[src/rtl/core/topk_pkg.sv]
package topk_pkg;

  // Width and reset value of the select_count register.
  localparam int SEL_BITS = 5;
  localparam logic [SEL_BITS-1:0] SEL_RESET = 5'd16;

  // Per-cycle control that the top level hands to every cell of the row.
  typedef struct packed {
    logic insert;  // an input item is accepted this cycle
    logic drain;   // the head entry is taken by the result channel this cycle
  } topk_ctl_t;

  typedef enum logic {
    ST_FILL,
    ST_DRAIN
  } topk_state_t;

endpackage

[src/rtl/core/topk_in_if.sv]
interface topk_in_if #(
  parameter int KEY_BITS   = 32,
  parameter int INDEX_BITS = 16
);
  logic                         valid;
  logic                         ready;
  logic signed [KEY_BITS-1:0]   key;
  logic        [INDEX_BITS-1:0] item_index;
  logic                         set_end;

  modport source (output valid, key, item_index, set_end, input ready);
  modport sink   (input valid, key, item_index, set_end, output ready);
endinterface

[src/rtl/core/topk_out_if.sv]
interface topk_out_if #(
  parameter int KEY_BITS   = 32,
  parameter int INDEX_BITS = 16
);
  logic                         valid;
  logic                         ready;
  logic        [INDEX_BITS-1:0] out_index;
  logic signed [KEY_BITS-1:0]   out_key;
  logic                         out_last;

  modport source (output valid, out_index, out_key, out_last, input ready);
  modport sink   (input valid, out_index, out_key, out_last, output ready);
endinterface

[src/rtl/core/topk_cfg_if.sv]
interface topk_cfg_if;
  import topk_pkg::*;

  logic                valid;
  logic                ready;
  logic [SEL_BITS-1:0] select_count;

  modport source (output valid, select_count, input ready);
  modport sink   (input valid, select_count, output ready);
endinterface

[src/rtl/core/topk_cell.sv]
// One slot of the sorted list. On an insert the slot keeps its entry, takes
// the new item, takes its upper neighbor's entry or, above the capacity, empties;
// on a drain it takes its lower neighbor's entry so the list moves toward the head.
module topk_cell
  import topk_pkg::*;
#(
  parameter int KEY_BITS   = 32,
  parameter int INDEX_BITS = 16
) (
  input  logic                  clk,
  input  logic                  rst_n,
  input  topk_ctl_t             ctl,
  input  logic                  en,          // slot lies below the current capacity
  input  logic [KEY_BITS-1:0]   in_key,
  input  logic [KEY_BITS-1:0]   in_mag,
  input  logic [INDEX_BITS-1:0] in_id,
  input  logic                  prev_ahead,
  input  logic                  prev_vld,
  input  logic [KEY_BITS-1:0]   prev_key,
  input  logic [KEY_BITS-1:0]   prev_mag,
  input  logic [INDEX_BITS-1:0] prev_id,
  input  logic                  next_vld,
  input  logic [KEY_BITS-1:0]   next_key,
  input  logic [KEY_BITS-1:0]   next_mag,
  input  logic [INDEX_BITS-1:0] next_id,
  output logic                  vld,
  output logic                  ahead,
  output logic [KEY_BITS-1:0]   key,
  output logic [KEY_BITS-1:0]   mag,
  output logic [INDEX_BITS-1:0] id
);

  logic                  valid_r, valid_nxt;
  logic [KEY_BITS-1:0]   key_r, key_nxt;
  logic [KEY_BITS-1:0]   mag_r, mag_nxt;
  logic [INDEX_BITS-1:0] id_r, id_nxt;

  // An entry above the capacity counts as dropped.
  assign vld   = valid_r & en;
  // Equal magnitudes stay ahead of the newcomer, which keeps arrival order.
  assign ahead = vld & (mag_r >= in_mag);
  assign key   = key_r;
  assign mag   = mag_r;
  assign id    = id_r;

  always_comb begin
    valid_nxt = valid_r;
    key_nxt   = key_r;
    mag_nxt   = mag_r;
    id_nxt    = id_r;
    if (ctl.insert) begin
      if (!en) begin
        valid_nxt = 1'b0;
      end else if (ahead) begin
        valid_nxt = 1'b1;
      end else if (prev_ahead) begin
        valid_nxt = 1'b1;
        key_nxt   = in_key;
        mag_nxt   = in_mag;
        id_nxt    = in_id;
      end else begin
        valid_nxt = prev_vld;
        key_nxt   = prev_key;
        mag_nxt   = prev_mag;
        id_nxt    = prev_id;
      end
    end else if (ctl.drain) begin
      valid_nxt = next_vld;
      key_nxt   = next_key;
      mag_nxt   = next_mag;
      id_nxt    = next_id;
    end
  end

  always_ff @(posedge clk) begin
    if (!rst_n) begin
      valid_r <= 1'b0;
    end else begin
      valid_r <= valid_nxt;
    end
  end

  always_ff @(posedge clk) begin
    key_r <= key_nxt;
    mag_r <= mag_nxt;
    id_r  <= id_nxt;
  end

endmodule

[src/rtl/core/topk_magnitude_select.sv]
// Streaming top-k selection by key magnitude. Items of a set arrive on in_ch
// and are kept in a row of MAX_SELECT compare-and-shift cells, sorted by the
// absolute value of the key with the largest first; among equal magnitudes
// the earlier item stays ahead. The most negative key ranks above all others.
// While the list holds fewer than select_count entries every item is
// inserted; once it is full an item enters only when its magnitude beats the
// smallest kept entry, which then falls off the end. Each item is inserted in
// the cycle it is accepted, so a set streams in at one item per cycle. The
// item that carries set_end is inserted as well, after which in_ch.ready
// drops and the kept entries leave on out_ch, largest first, one per
// accepted result, with out_last on the final one; the row shifts toward its
// head on every result taken. The list is empty again when the last result is
// taken. select_count of zero acts as one and values above MAX_SELECT act as
// MAX_SELECT; it is written on cfg_ch, which is always ready, and should only
// change between sets or while no item is in flight. Lowering it inside a set
// drops the entries above the new capacity.
module topk_magnitude_select
  import topk_pkg::*;
#(
  parameter int MAX_SELECT = 16,
  parameter int KEY_BITS   = 32,
  parameter int INDEX_BITS = 16
) (
  input  logic       clk,
  input  logic       rst_n,
  topk_in_if.sink    in_ch,
  topk_out_if.source out_ch,
  topk_cfg_if.sink   cfg_ch
);

  localparam int CAP_W = $clog2(MAX_SELECT + 1);

  // Capacity register and the capacity it stands for.
  logic [SEL_BITS-1:0] sel_r, sel_nxt;
  logic [CAP_W-1:0]    cap;

  topk_state_t state_r, state_nxt;
  topk_ctl_t   ctl;

  logic                in_acc, out_acc;
  logic [KEY_BITS-1:0] in_mag;

  // Cell row. The valid vector has one spare slot past the end that is
  // always empty; the tail cell drains an empty entry as well.
  logic [MAX_SELECT-1:0] cell_en;
  logic [MAX_SELECT-1:0] cell_ahead;
  logic [MAX_SELECT:0]   cell_vld;
  logic [KEY_BITS-1:0]   cell_key [MAX_SELECT];
  logic [KEY_BITS-1:0]   cell_mag [MAX_SELECT];
  logic [INDEX_BITS-1:0] cell_id  [MAX_SELECT];

  assign cfg_ch.ready = 1'b1;
  assign sel_nxt      = (cfg_ch.valid && cfg_ch.ready) ? cfg_ch.select_count : sel_r;

  always_ff @(posedge clk) begin
    if (!rst_n) begin
      sel_r <= SEL_RESET;
    end else begin
      sel_r <= sel_nxt;
    end
  end

  always_comb begin
    if (sel_r == '0) begin
      cap = CAP_W'(1);
    end else if (int'(sel_r) > MAX_SELECT) begin
      cap = CAP_W'(MAX_SELECT);
    end else begin
      cap = CAP_W'(sel_r);
    end
    for (int i = 0; i < MAX_SELECT; i++) begin
      cell_en[i] = CAP_W'(i) < cap;
    end
  end

  // Magnitude as an unsigned value of the key's width; the most negative
  // key maps to 2^(KEY_BITS-1) without saturating.
  assign in_mag = in_ch.key[KEY_BITS-1] ? (~in_ch.key + KEY_BITS'(1)) : in_ch.key;

  assign in_ch.ready = (state_r == ST_FILL);
  assign in_acc      = in_ch.valid & in_ch.ready;
  assign out_acc     = out_ch.valid & out_ch.ready;
  assign ctl         = '{insert: in_acc, drain: out_acc};

  // The head cell is the output register of the block.
  assign out_ch.valid     = (state_r == ST_DRAIN) & cell_vld[0];
  assign out_ch.out_index = cell_id[0];
  assign out_ch.out_key   = cell_key[0];
  assign out_ch.out_last  = ~cell_vld[1];

  always_comb begin
    state_nxt = state_r;
    case (state_r)
      ST_FILL: begin
        if (in_acc && in_ch.set_end) begin
          state_nxt = ST_DRAIN;
        end
      end
      ST_DRAIN: begin
        if (out_acc && out_ch.out_last) begin
          state_nxt = ST_FILL;
        end
      end
      default: state_nxt = ST_FILL;
    endcase
  end

  always_ff @(posedge clk) begin
    if (!rst_n) begin
      state_r <= ST_FILL;
    end else begin
      state_r <= state_nxt;
    end
  end

  assign cell_vld[MAX_SELECT] = 1'b0;

  for (genvar i = 0; i < MAX_SELECT; i++) begin : g_cell
    logic                  prev_ahead, prev_vld, next_vld;
    logic [KEY_BITS-1:0]   prev_key, prev_mag, next_key, next_mag;
    logic [INDEX_BITS-1:0] prev_id, next_id;

    if (i == 0) begin : g_head
      // Nothing stands ahead of the head, so a newcomer that loses to no
      // kept entry lands here.
      assign prev_ahead = 1'b1;
      assign prev_vld   = 1'b0;
      assign prev_key   = in_ch.key;
      assign prev_mag   = in_mag;
      assign prev_id    = in_ch.item_index;
    end else begin : g_body
      assign prev_ahead = cell_ahead[i-1];
      assign prev_vld   = cell_vld[i-1];
      assign prev_key   = cell_key[i-1];
      assign prev_mag   = cell_mag[i-1];
      assign prev_id    = cell_id[i-1];
    end

    if (i == MAX_SELECT - 1) begin : g_tail
      assign next_vld = 1'b0;
      assign next_key = cell_key[i];
      assign next_mag = cell_mag[i];
      assign next_id  = cell_id[i];
    end else begin : g_link
      assign next_vld = cell_vld[i+1];
      assign next_key = cell_key[i+1];
      assign next_mag = cell_mag[i+1];
      assign next_id  = cell_id[i+1];
    end

    topk_cell #(
      .KEY_BITS  (KEY_BITS),
      .INDEX_BITS(INDEX_BITS)
    ) u_cell (
      .clk       (clk),
      .rst_n     (rst_n),
      .ctl       (ctl),
      .en        (cell_en[i]),
      .in_key    (in_ch.key),
      .in_mag    (in_mag),
      .in_id     (in_ch.item_index),
      .prev_ahead(prev_ahead),
      .prev_vld  (prev_vld),
      .prev_key  (prev_key),
      .prev_mag  (prev_mag),
      .prev_id   (prev_id),
      .next_vld  (next_vld),
      .next_key  (next_key),
      .next_mag  (next_mag),
      .next_id   (next_id),
      .vld       (cell_vld[i]),
      .ahead     (cell_ahead[i]),
      .key       (cell_key[i]),
      .mag       (cell_mag[i]),
      .id        (cell_id[i])
    );
  end

  // The kept entries always form an unbroken run from the head.
  a_vld_contiguous: assert property (@(posedge clk) disable iff (!rst_n)
    ((cell_vld & (cell_vld + {{MAX_SELECT{1'b0}}, 1'b1})) == '0))
    else $error("kept entries are not contiguous from the head");

  // The item that closes a set leaves at least one entry to emit.
  a_end_emits: assert property (@(posedge clk) disable iff (!rst_n)
    (in_acc && in_ch.set_end) |=> out_ch.valid)
    else $error("set end produced no result");

  // Taking the final result empties the list.
  a_last_clears: assert property (@(posedge clk) disable iff (!rst_n)
    (out_acc && out_ch.out_last) |=> (cell_vld == '0))
    else $error("list not cleared after the final result");

  // Results appear only during the drain phase.
  a_out_in_drain: assert property (@(posedge clk) disable iff (!rst_n)
    out_ch.valid |-> (state_r == ST_DRAIN))
    else $error("result shown outside the drain phase");

endmodule
[src/flat_wrapper.sv]
// flat-port wrapper written by rule: the top's interface ports become plain ports
module topk_magnitude_select_flat import topk_pkg::*;
#(
  parameter int MAX_SELECT = 16,
  parameter int KEY_BITS   = 32,
  parameter int INDEX_BITS = 16
)
  (clk, rst_n, in_ch_valid, in_ch_key, in_ch_item_index, in_ch_set_end, in_ch_ready, out_ch_valid, out_ch_out_index, out_ch_out_key, out_ch_out_last, out_ch_ready, cfg_ch_valid, cfg_ch_select_count, cfg_ch_ready);
  topk_in_if #(.KEY_BITS(KEY_BITS), .INDEX_BITS(INDEX_BITS)) in_ch_i ();
  topk_out_if #(.KEY_BITS(KEY_BITS), .INDEX_BITS(INDEX_BITS)) out_ch_i ();
  topk_cfg_if cfg_ch_i ();
  input  logic clk;
  input  logic rst_n;
  input wire logic [$bits(in_ch_i.valid)-1:0] in_ch_valid;
  input wire logic [$bits(in_ch_i.key)-1:0] in_ch_key;
  input wire logic [$bits(in_ch_i.item_index)-1:0] in_ch_item_index;
  input wire logic [$bits(in_ch_i.set_end)-1:0] in_ch_set_end;
  output wire logic [$bits(in_ch_i.ready)-1:0] in_ch_ready;
  output wire logic [$bits(out_ch_i.valid)-1:0] out_ch_valid;
  output wire logic [$bits(out_ch_i.out_index)-1:0] out_ch_out_index;
  output wire logic [$bits(out_ch_i.out_key)-1:0] out_ch_out_key;
  output wire logic [$bits(out_ch_i.out_last)-1:0] out_ch_out_last;
  input wire logic [$bits(out_ch_i.ready)-1:0] out_ch_ready;
  input wire logic [$bits(cfg_ch_i.valid)-1:0] cfg_ch_valid;
  input wire logic [$bits(cfg_ch_i.select_count)-1:0] cfg_ch_select_count;
  output wire logic [$bits(cfg_ch_i.ready)-1:0] cfg_ch_ready;
  assign in_ch_i.valid = in_ch_valid;
  assign in_ch_i.key = in_ch_key;
  assign in_ch_i.item_index = in_ch_item_index;
  assign in_ch_i.set_end = in_ch_set_end;
  assign in_ch_ready = in_ch_i.ready;
  assign out_ch_valid = out_ch_i.valid;
  assign out_ch_out_index = out_ch_i.out_index;
  assign out_ch_out_key = out_ch_i.out_key;
  assign out_ch_out_last = out_ch_i.out_last;
  assign out_ch_i.ready = out_ch_ready;
  assign cfg_ch_i.valid = cfg_ch_valid;
  assign cfg_ch_i.select_count = cfg_ch_select_count;
  assign cfg_ch_ready = cfg_ch_i.ready;
  topk_magnitude_select #(.MAX_SELECT(MAX_SELECT), .KEY_BITS(KEY_BITS), .INDEX_BITS(INDEX_BITS)) u_core (.clk(clk), .rst_n(rst_n), .in_ch(in_ch_i), .out_ch(out_ch_i), .cfg_ch(cfg_ch_i));
endmodule
[config.mk]
export PLATFORM = sky130hd
export DESIGN_NAME = topk_magnitude_select_flat
export DESIGN_NICKNAME = d
export VERILOG_FILES = /design/src/rtl/core/topk_pkg.sv /design/src/rtl/core/topk_in_if.sv /design/src/rtl/core/topk_out_if.sv /design/src/rtl/core/topk_cfg_if.sv /design/src/rtl/core/topk_cell.sv /design/src/rtl/core/topk_magnitude_select.sv /design/src/flat_wrapper.sv
export SDC_FILE = /design/constraint.sdc
export NUM_CORES = 2
export LEC_CHECK = 0
export BUFFER_PORTS_ARGS = -buffer_cell sky130_fd_sc_hd__clkbuf_2
export CORE_MARGIN = 1.5
export CORE_UTILIZATION = 50
export DETAILED_ROUTE_END_ITERATION = 12
export PLACE_DENSITY_LB_ADDON = 0.05
export SKIP_CTS_REPAIR_TIMING = 1
export SLEW_MARGIN = 10
export SYNTH_ARGS = -nofsm -noshare
export SYNTH_HDL_FRONTEND = slang
export SYNTH_SLANG_ARGS = --single-unit
[constraint.sdc]
create_clock -name clk -period 20 [get_ports clk]
set_clock_uncertainty 0.05 [all_clocks]
set_input_delay 4 -clock clk [delete_from_list [all_inputs] [get_ports clk]]
set_output_delay 4 -clock clk [all_outputs]
set_load 0.05 [all_outputs]
==> results by group <==
Synthesis
  – Cell area after synthesis: 81700 µm²
  – Synth async-reset ratio: 0
  – Post-synthesis area per instance: 9.90 µm²
  – Synthesized net count: 8806
  – Warnings, synthesis: 0
  – Synth cell types: 96
  – FF+latch count, synth: 1302
  – Synth area leaders: edfxtp_1 (47%), ha_1 (7.6%), nand2_1 (6.2%)
  – Sequential element share of the synthesized area: 0.476
  – Synth top area share: 0.471
  – Post-synth EDFFs: 1280
  – Post-synth top area cell: edfxtp_1
  – Synth Flop Type: edfxtp_1
  – Post-synthesis instance total: 8250

Setup path
  – RR Startpoint: u_core.state_r
  – Crit path max fanout: 35
  – Setup crit start kind: input port
  – CP peak stage delay: 0.96 ns
  – CP arrival: 11.91 ns
  – Most used cell, CP: buf_4
  – Crit. End Element: flip-flop
  – Worst reg2reg endpoint: u_core.g_cell[3].u_cell.key[26]
  – Critical path type: input port to flip-flop
  – Setup crit end: u_core.g_cell[12].u_cell.id[11]
  – Critical path cell sequence: clkbuf_2 > buf_4 > inv_1 > ha_1 > or3b_2 > nand2b_1 > or3_1 > o41ai_2 > xnor2_1 > buf_4 > inv_1 > ha_1 > nand4_1 > nor4b_1 > buf_4 > o2111ai_1 > o21ai_0 > a21oi_1 > o32a_2 > nand2_1 > o31ai_4 > buf_4 > buf_4
  – Worst R2R Path Depth: 10
  – Worst setup startpoint: in_ch_key[0]
  – Data required time of the worst path: 20.39 ns
  – CP max stage cell: o32a_2
  – R2R setup slack: 13.94 ns

Layout
  – Nets: 8498
  – Most frequent cells in the layout: nand2_1 (1339), edfxtp_1 (1280), o211ai_1 (538)
  – Layout cells sized above 1: 0.0856
  – Filler cell count in the final layout: 14400
  – Area grow syn2layout: 8.23%
  – Commonest non-fill, non-tap cell in the layout: nand2_1
  – Area of the multi-input gates: 39600 µm²
  – Fin util: 0.544
  – Seq. cell area: 38900 µm²
  – Fin cells: 10200

Clocking
  – Skew-Pair Late Insertion Delay: 0.81 ns
  – CTS tree: done
  – Clock slew seen by the registers of the worst setup and hold paths: 0.06 ns
  – CTS H-tree lvls: 4
  – Longest Clk Path Bufs: 3
  – Clk root buf: clkbuf_16
  – Clock sinks: 1302
  – Total CTS buffers: 154

Drt
  – DRC: 0
  – Post-DRT Antenna Nets: 0
  – Via Count: 72200
  – Vias per std cell: 7.05
  – WL final: 322 mm
  – Routed WL per cell: 31.5 µm
  – Starting DRC count in detailed routing: 10400
  – DR pass1 iterations: 9

Timing
  – RSZ-0062 raised after global routing: false
  – Final hold vios: 0
  – Slew Viols, Final: 0
  – Max_slew headroom: 0.0329
  – Fraction of the cycle the final worst path needs: 0.576
  – Setup TNS: 0 ns
  – Worst Tran Pin Value: 1.44 ns
  – Final setup vio count: 0
  – Final Critical Period: 11.53 ns
  – Worst hold margin: 0.469 ns
  – FMAX: 86.8 MHz

Floorplan
  – Initial core utilization: 0.503
  – I/O Pins: 111
  – Die width: 407 µm
  – Core area: 162000 µm²
  – Core Rows: 148
  – Die area: 166000 µm²
  – Die height: 407 µm

Place
  – GP Congestion: 0.966
  – PortBufs: 109
  – DPL Wire Length: 199 mm
  – DP Cell Count: 9961

Power
  – Power per Cell Area: 96.4 nW/µm²
  – Power share of the combinational group: 0.237
  – Peak supply drop: 0.0000999 V
  – Switching pwr: 2.86 mW
  – Switching Share: 0.335
  – Reg power frac: 0.439
  – Leakage power: 31.9 nW
  – Clk pwr share: 0.324
  – Internal: 5.67 mW
  – Total chip power: 8.52 mW

Global routing
  – Antenna violations before repair: 16
  – First-pass GRT wire length: 467 mm
  – Tot GR Track Use: 0.376
  – GRT overflow: 0
  – Vias in the first global route: 68100
  – Largest net degree at the start of global routing: 229

Run status
  – Status: complete, no violations

Run
  – Max_cap viols: 0

Worst hold path
  – HP Class: flip-flop to flip-flop
==> logic make-up after synthesis <==
| logic type | after synthesis | synth area share |
|---|---|---|
| fa+ha+maj | 499 | 0.0764 |
| simple gates | 3074 | 0.170 |
| compound gates | 2077 | 0.179 |
| other cells | 1 | 0.0000459 |
| xor+xnor | 31 | 0.00333 |
| mux | 393 | 0.0494 |
| buf+inv | 873 | 0.0454 |
| flops | 1302 | 0.476 |
==> worst min path at each step <==
stage / startpoint / endpoint / slack, ns / cells after the start
floorplan: u_core.g_cell[14].u_cell.valid_r / u_core.g_cell[15].u_cell.valid_r / 0.41 / 2
global placement: u_core.g_cell[15].u_cell.valid_r / u_core.g_cell[15].u_cell.valid_r / 0.45 / 2
detailed placement: u_core.g_cell[15].u_cell.valid_r / u_core.g_cell[15].u_cell.valid_r / 0.46 / 2
CTS: u_core.g_cell[14].u_cell.valid_r / u_core.g_cell[15].u_cell.valid_r / 0.47 / 2
global route: u_core.g_cell[15].u_cell.valid_r / u_core.g_cell[15].u_cell.valid_r / 0.50 / 2
finish: u_core.g_cell[14].u_cell.valid_r / u_core.g_cell[15].u_cell.valid_r / 0.47 / 2
==> power groups by stage <==
stage	Combinational, mW	Sequential, mW	Clock (mW)
after floorplan	1.25	3.75	0
after global placement	1.91	3.77	0
after detailed placement	1.95	3.78	0
after CTS	1.96	3.72	2.78
after global routing	2.16	3.77	2.88
final	2.02	3.74	2.77
==> metal layers <==
| metal | wire (µm) | global-route usage |
|---|---|---|
| met5 | 63 | 0 |
| met4 | 12600 | 0.148 |
| met3 | 37200 | 0.0863 |
| met2 | 143000 | 0.570 |
| met1 | 130000 | 0.519 |
==> cell type report <==
type / count / area share
multi-input combinational: 6075 / 0.448
sequential: 1302 / 0.440
clock buffer: 201 / 0.0461
tap: 2175 / 0.0308
timing repair buffer: 299 / 0.0231
clock inverter: 72 / 0.00712
inverter: 110 / 0.00470
antenna: 6 / 0.000170
==> per-stage QoR <==
step                      cell area, µm²  setup slack (ns)
after detailed placement           83700              7.89
after CTS                          88400              8.71
after global routing               88400              8.29
after global placement             83600              7.70
after floorplan                    81700              3.52
final                              88400              8.47
==> synth_stat cells (all sizes together), types with 109 or more instances <==
cell and instances:
nand2 1355, edfxtp 1280, clkbuf 548, o211ai 538, o21ai 535, nor3 501, ha 497, nand3 430
nor2 386, mux2i 315, buf 215, nand4 200, a21oi 174, inv 109
==> sequential cells by signal (all words and copies together), names as in the netlist <==
signal / count
u_core.sel_r: 5
u_core.state_r: 1
u_core.g_cell.u_cell.key: 512
u_core.g_cell.u_cell.valid_r: 16
u_core.g_cell.u_cell.mag: 512
u_core.g_cell.u_cell.id: 256
==> worst max-delay path: cells and delay by family <==
family / cells / cell delay [ns]
AO/OA/AOI/OAI: 6 / 2.25
XOR/XNOR: 1 / 0.10
adder cells (fa/ha/maj): 2 / 0.58
buffers and inverters: 8 / 2.74
AND/OR/NAND/NOR: 6 / 2.07
No activity file was read; power rests on OpenSTA's default activity.
